### src/sv/vtr_pkg.sv
// Shared types and constants for the vote tally ranker.
// Used by vtr_table and vote_tally_ranker; no dependencies.
package vtr_pkg;

  localparam int MAX_ENTRIES = 16;
  localparam int IDX_W       = (MAX_ENTRIES > 1) ? $clog2(MAX_ENTRIES) : 1;
  localparam int CNT_W       = $clog2(MAX_ENTRIES + 1);
  localparam int KEY_W       = 16;
  localparam int VOTE_W      = 16;

  typedef logic [IDX_W-1:0]  idx_t;
  typedef logic [CNT_W-1:0]  fill_t;
  typedef logic [KEY_W-1:0]  key_t;
  typedef logic [VOTE_W-1:0] vcount_t;

  localparam logic [1:0] ACT_REGISTER = 2'd0;
  localparam logic [1:0] ACT_VOTE     = 2'd1;
  localparam logic [1:0] ACT_FINISH   = 2'd2;

  localparam vcount_t COUNT_MAX = {VOTE_W{1'b1}};

  // Access request to the candidate table
  typedef struct packed {
    idx_t    raddr;
    logic    we_key;
    logic    we_cnt;
    idx_t    waddr;
    key_t    wkey;
    vcount_t wcnt;
  } tbl_req_t;

  // Registered read data from the candidate table
  typedef struct packed {
    key_t    key;
    vcount_t cnt;
  } tbl_rd_t;

endpackage

### src/sv/vtr_table.sv
// Candidate table: identifier and vote count memories, one write and one
// registered read per cycle. Depends on vtr_pkg.
module vtr_table (
  input  logic             clk,
  input  vtr_pkg::tbl_req_t req,
  output vtr_pkg::tbl_rd_t  rd
);

  vtr_pkg::key_t    key_mem [vtr_pkg::MAX_ENTRIES];
  vtr_pkg::vcount_t cnt_mem [vtr_pkg::MAX_ENTRIES];

  // Write either field of the addressed entry
  always_ff @(posedge clk) begin
    if (req.we_key) begin
      key_mem[req.waddr] <= req.wkey;
    end
    if (req.we_cnt) begin
      cnt_mem[req.waddr] <= req.wcnt;
    end
  end

  // Read both fields into registered outputs
  always_ff @(posedge clk) begin
    rd.key <= key_mem[req.raddr];
    rd.cnt <= cnt_mem[req.raddr];
  end

endmodule

### src/sv/vote_tally_ranker.sv
// Vote tally ranker: one word in flight at a time; in_ready is high only when idle.
// A register is written in its accepting cycle; a vote is accepted and then reads the n entries in use,
// one table read per cycle, and ends when the read data for the last entry returns.
// Finish runs, per rank, a read pass over the entries in use and an emit step that
// waits while the output word is not taken.
// Reset (synchronous, rst_n low) empties the table; no clearing pass is needed.
module vote_tally_ranker (
  input  logic                    clk,
  input  logic                    rst_n,
  input  logic                    in_valid,
  output logic                    in_ready,
  input  logic [1:0]              in_action,
  input  logic [vtr_pkg::KEY_W-1:0]  in_cand_key,
  output logic                    out_valid,
  input  logic                    out_ready,
  output logic [vtr_pkg::KEY_W-1:0]  out_ranked_key,
  output logic [vtr_pkg::VOTE_W-1:0] out_ranked_count,
  output logic                    out_last_rank
);

  typedef enum logic [3:0] {
    ST_IDLE = 4'b0001,
    ST_VOTE = 4'b0010,
    ST_SCAN = 4'b0100,
    ST_EMIT = 4'b1000
  } state_t;

  state_t                          state_r, state_nxt;
  vtr_pkg::fill_t                  used_r, used_nxt;
  vtr_pkg::fill_t                  ptr_r, ptr_nxt;
  logic                            rd_vld_r;
  vtr_pkg::idx_t                   rd_idx_r;
  vtr_pkg::key_t                   key_r, key_nxt;
  logic [vtr_pkg::MAX_ENTRIES-1:0] taken_r, taken_nxt;
  logic                            found_r, found_nxt;
  vtr_pkg::idx_t                   best_idx_r, best_idx_nxt;
  vtr_pkg::key_t                   best_key_r, best_key_nxt;
  vtr_pkg::vcount_t                best_cnt_r, best_cnt_nxt;
  vtr_pkg::idx_t                   rank_r, rank_nxt;
  logic                            out_valid_r, out_valid_nxt;
  vtr_pkg::key_t                   out_key_r, out_key_nxt;
  vtr_pkg::vcount_t                out_cnt_r, out_cnt_nxt;
  logic                            out_last_r, out_last_nxt;

  vtr_pkg::tbl_req_t req;
  vtr_pkg::tbl_rd_t  rd;
  logic              issue;
  vtr_pkg::fill_t    used_m1;
  vtr_pkg::idx_t     last_idx;
  logic              beats;

  vtr_table u_table (
    .clk (clk),
    .req (req),
    .rd  (rd)
  );

  assign in_ready         = (state_r == ST_IDLE);
  assign out_valid        = out_valid_r;
  assign out_ranked_key   = out_key_r;
  assign out_ranked_count = out_cnt_r;
  assign out_last_rank    = out_last_r;

  assign issue    = ((state_r == ST_VOTE) || (state_r == ST_SCAN)) && (ptr_r < used_r);
  assign used_m1  = vtr_pkg::fill_t'(used_r - 1'b1);
  assign last_idx = used_m1[vtr_pkg::IDX_W-1:0];

  // Rank order: higher count first, lower identifier on ties
  assign beats = !found_r || (rd.cnt > best_cnt_r) ||
                 ((rd.cnt == best_cnt_r) && (rd.key < best_key_r));

  // Sequence table walks, update counts and pick ranked entries
  always_comb begin
    state_nxt     = state_r;
    used_nxt      = used_r;
    ptr_nxt       = ptr_r;
    key_nxt       = key_r;
    taken_nxt     = taken_r;
    found_nxt     = found_r;
    best_idx_nxt  = best_idx_r;
    best_key_nxt  = best_key_r;
    best_cnt_nxt  = best_cnt_r;
    rank_nxt      = rank_r;
    out_valid_nxt = out_valid_r;
    out_key_nxt   = out_key_r;
    out_cnt_nxt   = out_cnt_r;
    out_last_nxt  = out_last_r;

    req.raddr  = ptr_r[vtr_pkg::IDX_W-1:0];
    req.we_key = 1'b0;
    req.we_cnt = 1'b0;
    req.waddr  = rd_idx_r;
    req.wkey   = key_r;
    req.wcnt   = vtr_pkg::vcount_t'(rd.cnt + 1'b1);

    if (issue) begin
      ptr_nxt = vtr_pkg::fill_t'(ptr_r + 1'b1);
    end

    // Drop the output word once taken
    if (out_valid_r && out_ready) begin
      out_valid_nxt = 1'b0;
    end

    unique case (state_r)
      ST_IDLE: begin
        if (in_valid) begin
          unique case (in_action)
            vtr_pkg::ACT_REGISTER: begin
              if (used_r < vtr_pkg::fill_t'(vtr_pkg::MAX_ENTRIES)) begin
                req.we_key = 1'b1;
                req.we_cnt = 1'b1;
                req.waddr  = used_r[vtr_pkg::IDX_W-1:0];
                req.wkey   = in_cand_key;
                req.wcnt   = '0;
                used_nxt   = vtr_pkg::fill_t'(used_r + 1'b1);
              end
            end
            vtr_pkg::ACT_VOTE: begin
              if (used_r != '0) begin
                key_nxt   = in_cand_key;
                ptr_nxt   = '0;
                state_nxt = ST_VOTE;
              end
            end
            vtr_pkg::ACT_FINISH: begin
              if (used_r != '0) begin
                ptr_nxt   = '0;
                found_nxt = 1'b0;
                rank_nxt  = '0;
                state_nxt = ST_SCAN;
              end
            end
            default: begin
            end
          endcase
        end
      end
      ST_VOTE: begin
        if (rd_vld_r) begin
          if ((rd.key == key_r) && (rd.cnt != vtr_pkg::COUNT_MAX)) begin
            req.we_cnt = 1'b1;
          end
          if (rd_idx_r == last_idx) begin
            state_nxt = ST_IDLE;
          end
        end
      end
      ST_SCAN: begin
        if (rd_vld_r) begin
          if (!taken_r[rd_idx_r] && beats) begin
            found_nxt    = 1'b1;
            best_idx_nxt = rd_idx_r;
            best_key_nxt = rd.key;
            best_cnt_nxt = rd.cnt;
          end
          if (rd_idx_r == last_idx) begin
            state_nxt = ST_EMIT;
          end
        end
      end
      ST_EMIT: begin
        if (!out_valid_r || out_ready) begin
          out_valid_nxt         = 1'b1;
          out_key_nxt           = best_key_r;
          out_cnt_nxt           = best_cnt_r;
          out_last_nxt          = (rank_r == last_idx);
          taken_nxt[best_idx_r] = 1'b1;
          if (rank_r == last_idx) begin
            used_nxt  = '0;
            taken_nxt = '0;
            state_nxt = ST_IDLE;
          end else begin
            rank_nxt  = vtr_pkg::idx_t'(rank_r + 1'b1);
            ptr_nxt   = '0;
            found_nxt = 1'b0;
            state_nxt = ST_SCAN;
          end
        end
      end
      default: begin
        state_nxt = ST_IDLE;
      end
    endcase
  end

  // Control state
  always_ff @(posedge clk) begin
    if (!rst_n) begin
      state_r     <= ST_IDLE;
      used_r      <= '0;
      ptr_r       <= '0;
      rd_vld_r    <= 1'b0;
      taken_r     <= '0;
      found_r     <= 1'b0;
      rank_r      <= '0;
      out_valid_r <= 1'b0;
    end else begin
      state_r     <= state_nxt;
      used_r      <= used_nxt;
      ptr_r       <= ptr_nxt;
      rd_vld_r    <= issue;
      taken_r     <= taken_nxt;
      found_r     <= found_nxt;
      rank_r      <= rank_nxt;
      out_valid_r <= out_valid_nxt;
    end
  end

  // Payload registers
  always_ff @(posedge clk) begin
    rd_idx_r   <= ptr_r[vtr_pkg::IDX_W-1:0];
    key_r      <= key_nxt;
    best_idx_r <= best_idx_nxt;
    best_key_r <= best_key_nxt;
    best_cnt_r <= best_cnt_nxt;
    out_key_r  <= out_key_nxt;
    out_cnt_r  <= out_cnt_nxt;
    out_last_r <= out_last_nxt;
  end

`ifndef SYNTHESIS
  // Returned reads always lie inside the filled part of the table
  a_read_in_fill: assert property (@(posedge clk) disable iff (!rst_n)
    rd_vld_r |-> (vtr_pkg::fill_t'(rd_idx_r) < used_r))
    else $error("table read beyond fill count");

  // A ranking pass never writes the table
  a_scan_no_write: assert property (@(posedge clk) disable iff (!rst_n)
    (state_r == ST_SCAN) |-> !(req.we_cnt || req.we_key))
    else $error("table written during ranking pass");

  // Every ranking pass ends with a chosen entry
  a_emit_found: assert property (@(posedge clk) disable iff (!rst_n)
    (state_r == ST_EMIT) |-> found_r)
    else $error("emit without a chosen entry");

  // The last ranked word empties the table
  a_last_empties: assert property (@(posedge clk) disable iff (!rst_n)
    ((state_r == ST_EMIT) && (state_nxt == ST_IDLE)) |=> (used_r == '0))
    else $error("table not emptied after last rank");
`endif

endmodule
### config.mk
export PLATFORM = sky130hd
export DESIGN_NAME = vote_tally_ranker
export DESIGN_NICKNAME = d
export VERILOG_FILES = /design/src/sv/vtr_pkg.sv /design/src/sv/vtr_table.sv /design/src/sv/vote_tally_ranker.sv
export SDC_FILE = /design/constraint.sdc
export NUM_CORES = 1
export LEC_CHECK = 0
export BUFFER_PORTS_ARGS = -buffer_cell sky130_fd_sc_hd__buf_2
export CAP_MARGIN = 10
export CORE_AREA = 5 5 291 151
export DETAILED_ROUTE_END_ITERATION = 7
export DIE_AREA = 0 0 296 156
export GPL_ROUTABILITY_DRIVEN = 0
export HOLD_SLACK_MARGIN = 0.05
export PLACE_DENSITY = 0.81
export SLEW_MARGIN = 20
export SYNTH_ARGS = -nofsm -noshare
export SYNTH_HDL_FRONTEND = slang
export SYNTH_SLANG_ARGS = --single-unit
### constraint.sdc
create_clock -name clk -period 7.6 [get_ports clk]
set_input_delay 0.76 -clock clk [delete_from_list [all_inputs] [get_ports clk]]
set_output_delay 0.76 -clock clk [all_outputs]
set_load 0.005 [all_outputs]
==> metrics.cfg <==
[status]
status = finished clean

[power_and_ir_drop]
switching_share = 0.2212
power_switching_mw = 1.688
power.total_mw = 7.629
pwr-share-clk = 0.389
p_int_mw = 5.941
pwr-share-comb = 0.063
max-vdd-ir-drop_mv = 0.2104
leakage_nw = 9.388
power_density_nw_per_um2 = 261.8
seq_power_share = 0.548

[timing]
rsz0062_at_grt = no
maxSlewHeadroom = 0.2715
period_share = 0.5135
timing.final.hold_violations = 0
setup_viol = 0
max_freq_ghz = 0.2562
whs_ns = 0.3652
final.min_clock_period_ns = 3.903
finalClockSkew_ns = 0.02803
drv_slew = 0
tns_ns = 0
tightest_slew_ns = 1.093

[cts]
clk_root_buffer_cell = clkbuf_16
cts-hold-fix-buffers = 0
clk_latency_ns = 0.60
clockBufferDepth = 3
htreeDepth = 2
clk_pin_slew_worst_paths_ns = 0.07
cts_tree = yes
cts_buffers = 53
cts_resized = 0
clock-sinks = 670
post_cts_buffers = 0

[synthesis]
yosysTopAreaCell = edfxtp_1
seq_area_frac_synth = 0.7386
ys_warn_count = 0
ys_types = 60
synth-edff-count = 597
synth_area_um2 = 26250
netlist_instances = 1362
synthFlopType = edfxtp_1
yosysTopAreaCellShare = 0.6829
async_flop_share = 0
ys_ff_latch = 670
synth_area_leaders = edfxtp_1 (68%), mux4_2 (14%), dfxtp_1 (5.6%)
synth_area_per_cell_um2 = 19.27
syn-num-nets = 1427

[layout]
diodes = 0
multi_input_area_um2 = 6530
drive_above_1_share = 0.2584
num-nets-final = 1506
design_area_um2 = 29130
fill_cells = 2472
syn2layout_area_growth_pct = 10.98
final_util = 0.7075
regArea_um2 = 19400

[worst_setup_path]
worstPathCellList = or4b_1 -> nor3_4 -> buf_4 -> nand3_1 -> o21ai_0 -> nand2_1 -> nor2_2
crit_family = simple AND/OR/NAND/NOR gates
slowest_delay_ns = 0.74
required_ns = 7.81
critPathCaptureType = flop
cp-start-kind = flop
crit_type = flop to flop
worst-path-buf-inv = 1
slowest_stage = nor2_2
cp_data_arrival_time_ns = 4.11
worstPathMaxFanout = 47

[placed_design]
io_buffers = 56
place_hpwl_um = 41460
post_dp_cell_area_um2 = 27250

[floorplanning]
fp-row-count = 53
die_h_um = 156
ios = 57
start_util = 0.6375
dieWidth_um = 296
dieArea_um2 = 46180
core_um2 = 41180

[run]
cap_violations = 0

[global_routing]
grt_max_degree = 72
grt_pass1_wl_um = 90580
overflow = 0
antenna_found_initial = 5
grt_pass1_vias = 13200
track_usage = 0.2733

[detailed_routing]
antenna_left = 0
wirelength_um = 62100
drtPass1Iterations = 6
post_drt_via_cell_ratio = 6.721
post_drt_wl_per_cell_um = 30.50
dr_total_vias = 13680
remaining_drc_errors = 0
drtIter0Drc = 1907

[min_path]
hold_class = input pin to flop

==> worst register-to-register path, stage by stage, from the launching register on <==
cell	delay [ns]
dfxtp_1	0.44
or4b_1	0.68
nor3_4	0.22
buf_4	0.52
nand3_1	0.49
o21ai_0	0.22
nand2_1	0.20
nor2_2	0.74
==> placed cells by master (no fill, tap or decap), drive strengths merged, types with 2 or more instances in the layout <==
master,synthesis,layout
nor2,86,86
nor3b,2,2
and2,6,6
a21oi,37,37
a21o,4,4
clkinv,2,19
nand2,79,79
mux4,164,164
or3,4,4
or4b,2,2
edfxtp,597,597
nand4,13,13
inv,46,49
ha,43,43
or4,2,2
nor4,7,7
nand4b,2,2
o21a,2,2
dfxtp,73,73
nor3,14,14
a211oi,2,2
bufinv,0,8
nand3,20,20
xnor2,22,22
buf,29,79
o31ai,3,3
clkbuf,26,70
clkinvlp,0,2
xor2,25,25
nor2b,6,6
mux2i,2,2
and3,4,4
a31oi,9,9
o211a,2,2
o311ai,2,2
o21ai,14,14
==> per-layer routing <==
layer / vias up / share of wire / wire, µm / track usage
li1: 5574 / - / - / -
met1: 7077 / 0.43 / 26740 / 0.4661
met2: 965 / 0.38 / 23780 / 0.3356
met3: 68 / 0.18 / 10880 / 0.1162
met4: 0 / 0.011 / 707 / 0.03485
met5: - / 0 / 0 / 0
==> state kept, by name, indices dropped and copies added (netlist names), 4 cells and up <==
| name | count |
|---|---|
| best_idx_r | 4 |
| best_cnt_r | 16 |
| u_table.cnt_mem | 256 |
| out_ranked_key | 16 |
| used_r | 5 |
| taken_r | 16 |
| state_r | 4 |
| rank_r | 4 |
| out_ranked_count | 16 |
| ptr_r | 5 |
| best_key_r | 16 |
| u_table.rd | 32 |
| u_table.key_mem | 256 |
| rd_idx_r | 4 |
| key_r | 16 |
==> logic make-up (layout without fill, tap and decap cells) <==
logic type	after synthesis	in the layout	synth area share
compound gates	82	82	0.02207
xor+xnor	48	48	0.01659
fa+ha+maj	43	43	0.02049
buf+inv	103	227	0.01668
flops	670	670	0.7386
mux	166	166	0.1415
simple gates	250	250	0.04414
==> power by group through the flow <==
stage | clock, mW | sequential, mW | combinational [mW]
2_1_floorplan | 0 | 4.23 | 0.277
6_report | 2.97 | 4.18 | 0.482
3_5_place_dp | 0 | 4.26 | 0.463
3_3_place_gp | 0 | 4.25 | 0.443
5_1_grt | 3.16 | 4.18 | 0.511
4_1_cts | 2.98 | 4.18 | 0.467
==> path summary, 6_finish.rpt <==
| path | to | slack [ns] | cells past startpoint | start |
|---|---|---|---|---|
| max | u_table.cnt_mem[4][8] | 3.70 | 7 | state_r[0] |
| min | key_r[7] | 0.37 | 1 | in_cand_key[7] |
| max reg2reg | u_table.cnt_mem[4][8] | 3.70 | 7 | state_r[0] |
| min reg2reg | out_ranked_count[7] | 0.45 | 0 | best_cnt_r[7] |
==> stage by stage <==
stage	instances	setup WS, ns
floorplan	1362	2.884
detailed placement	1936	3.762
finish	2036	3.697
global route	2036	3.560
global placement	1936	3.902
CTS	2036	3.796
==> synthesized netlist by cell type (10+ instances only) <==
master / count
dfxtp_1: 73
a21oi_1: 36
nand4_1: 13
xor2_1: 25
nand2_1: 79
xnor2_1: 22
nand3_1: 20
inv_1: 46
nor2_1: 86
edfxtp_1: 597
nor3_1: 10
clkbuf_1: 26
mux4_2: 164
ha_1: 43
buf_2: 19
o21ai_0: 11
==> layout make-up <==
class	instances	share of cell area
Sequential cell	670	0.6658
Multi-Input combinational cell	589	0.2241
Clock buffer	70	0.05192
Tap cell	550	0.02362
Timing Repair Buffer	79	0.01568
Clock inverter	30	0.01245
Inverter	48	0.006356
Note: power is estimated with default switching activity, not from simulation.
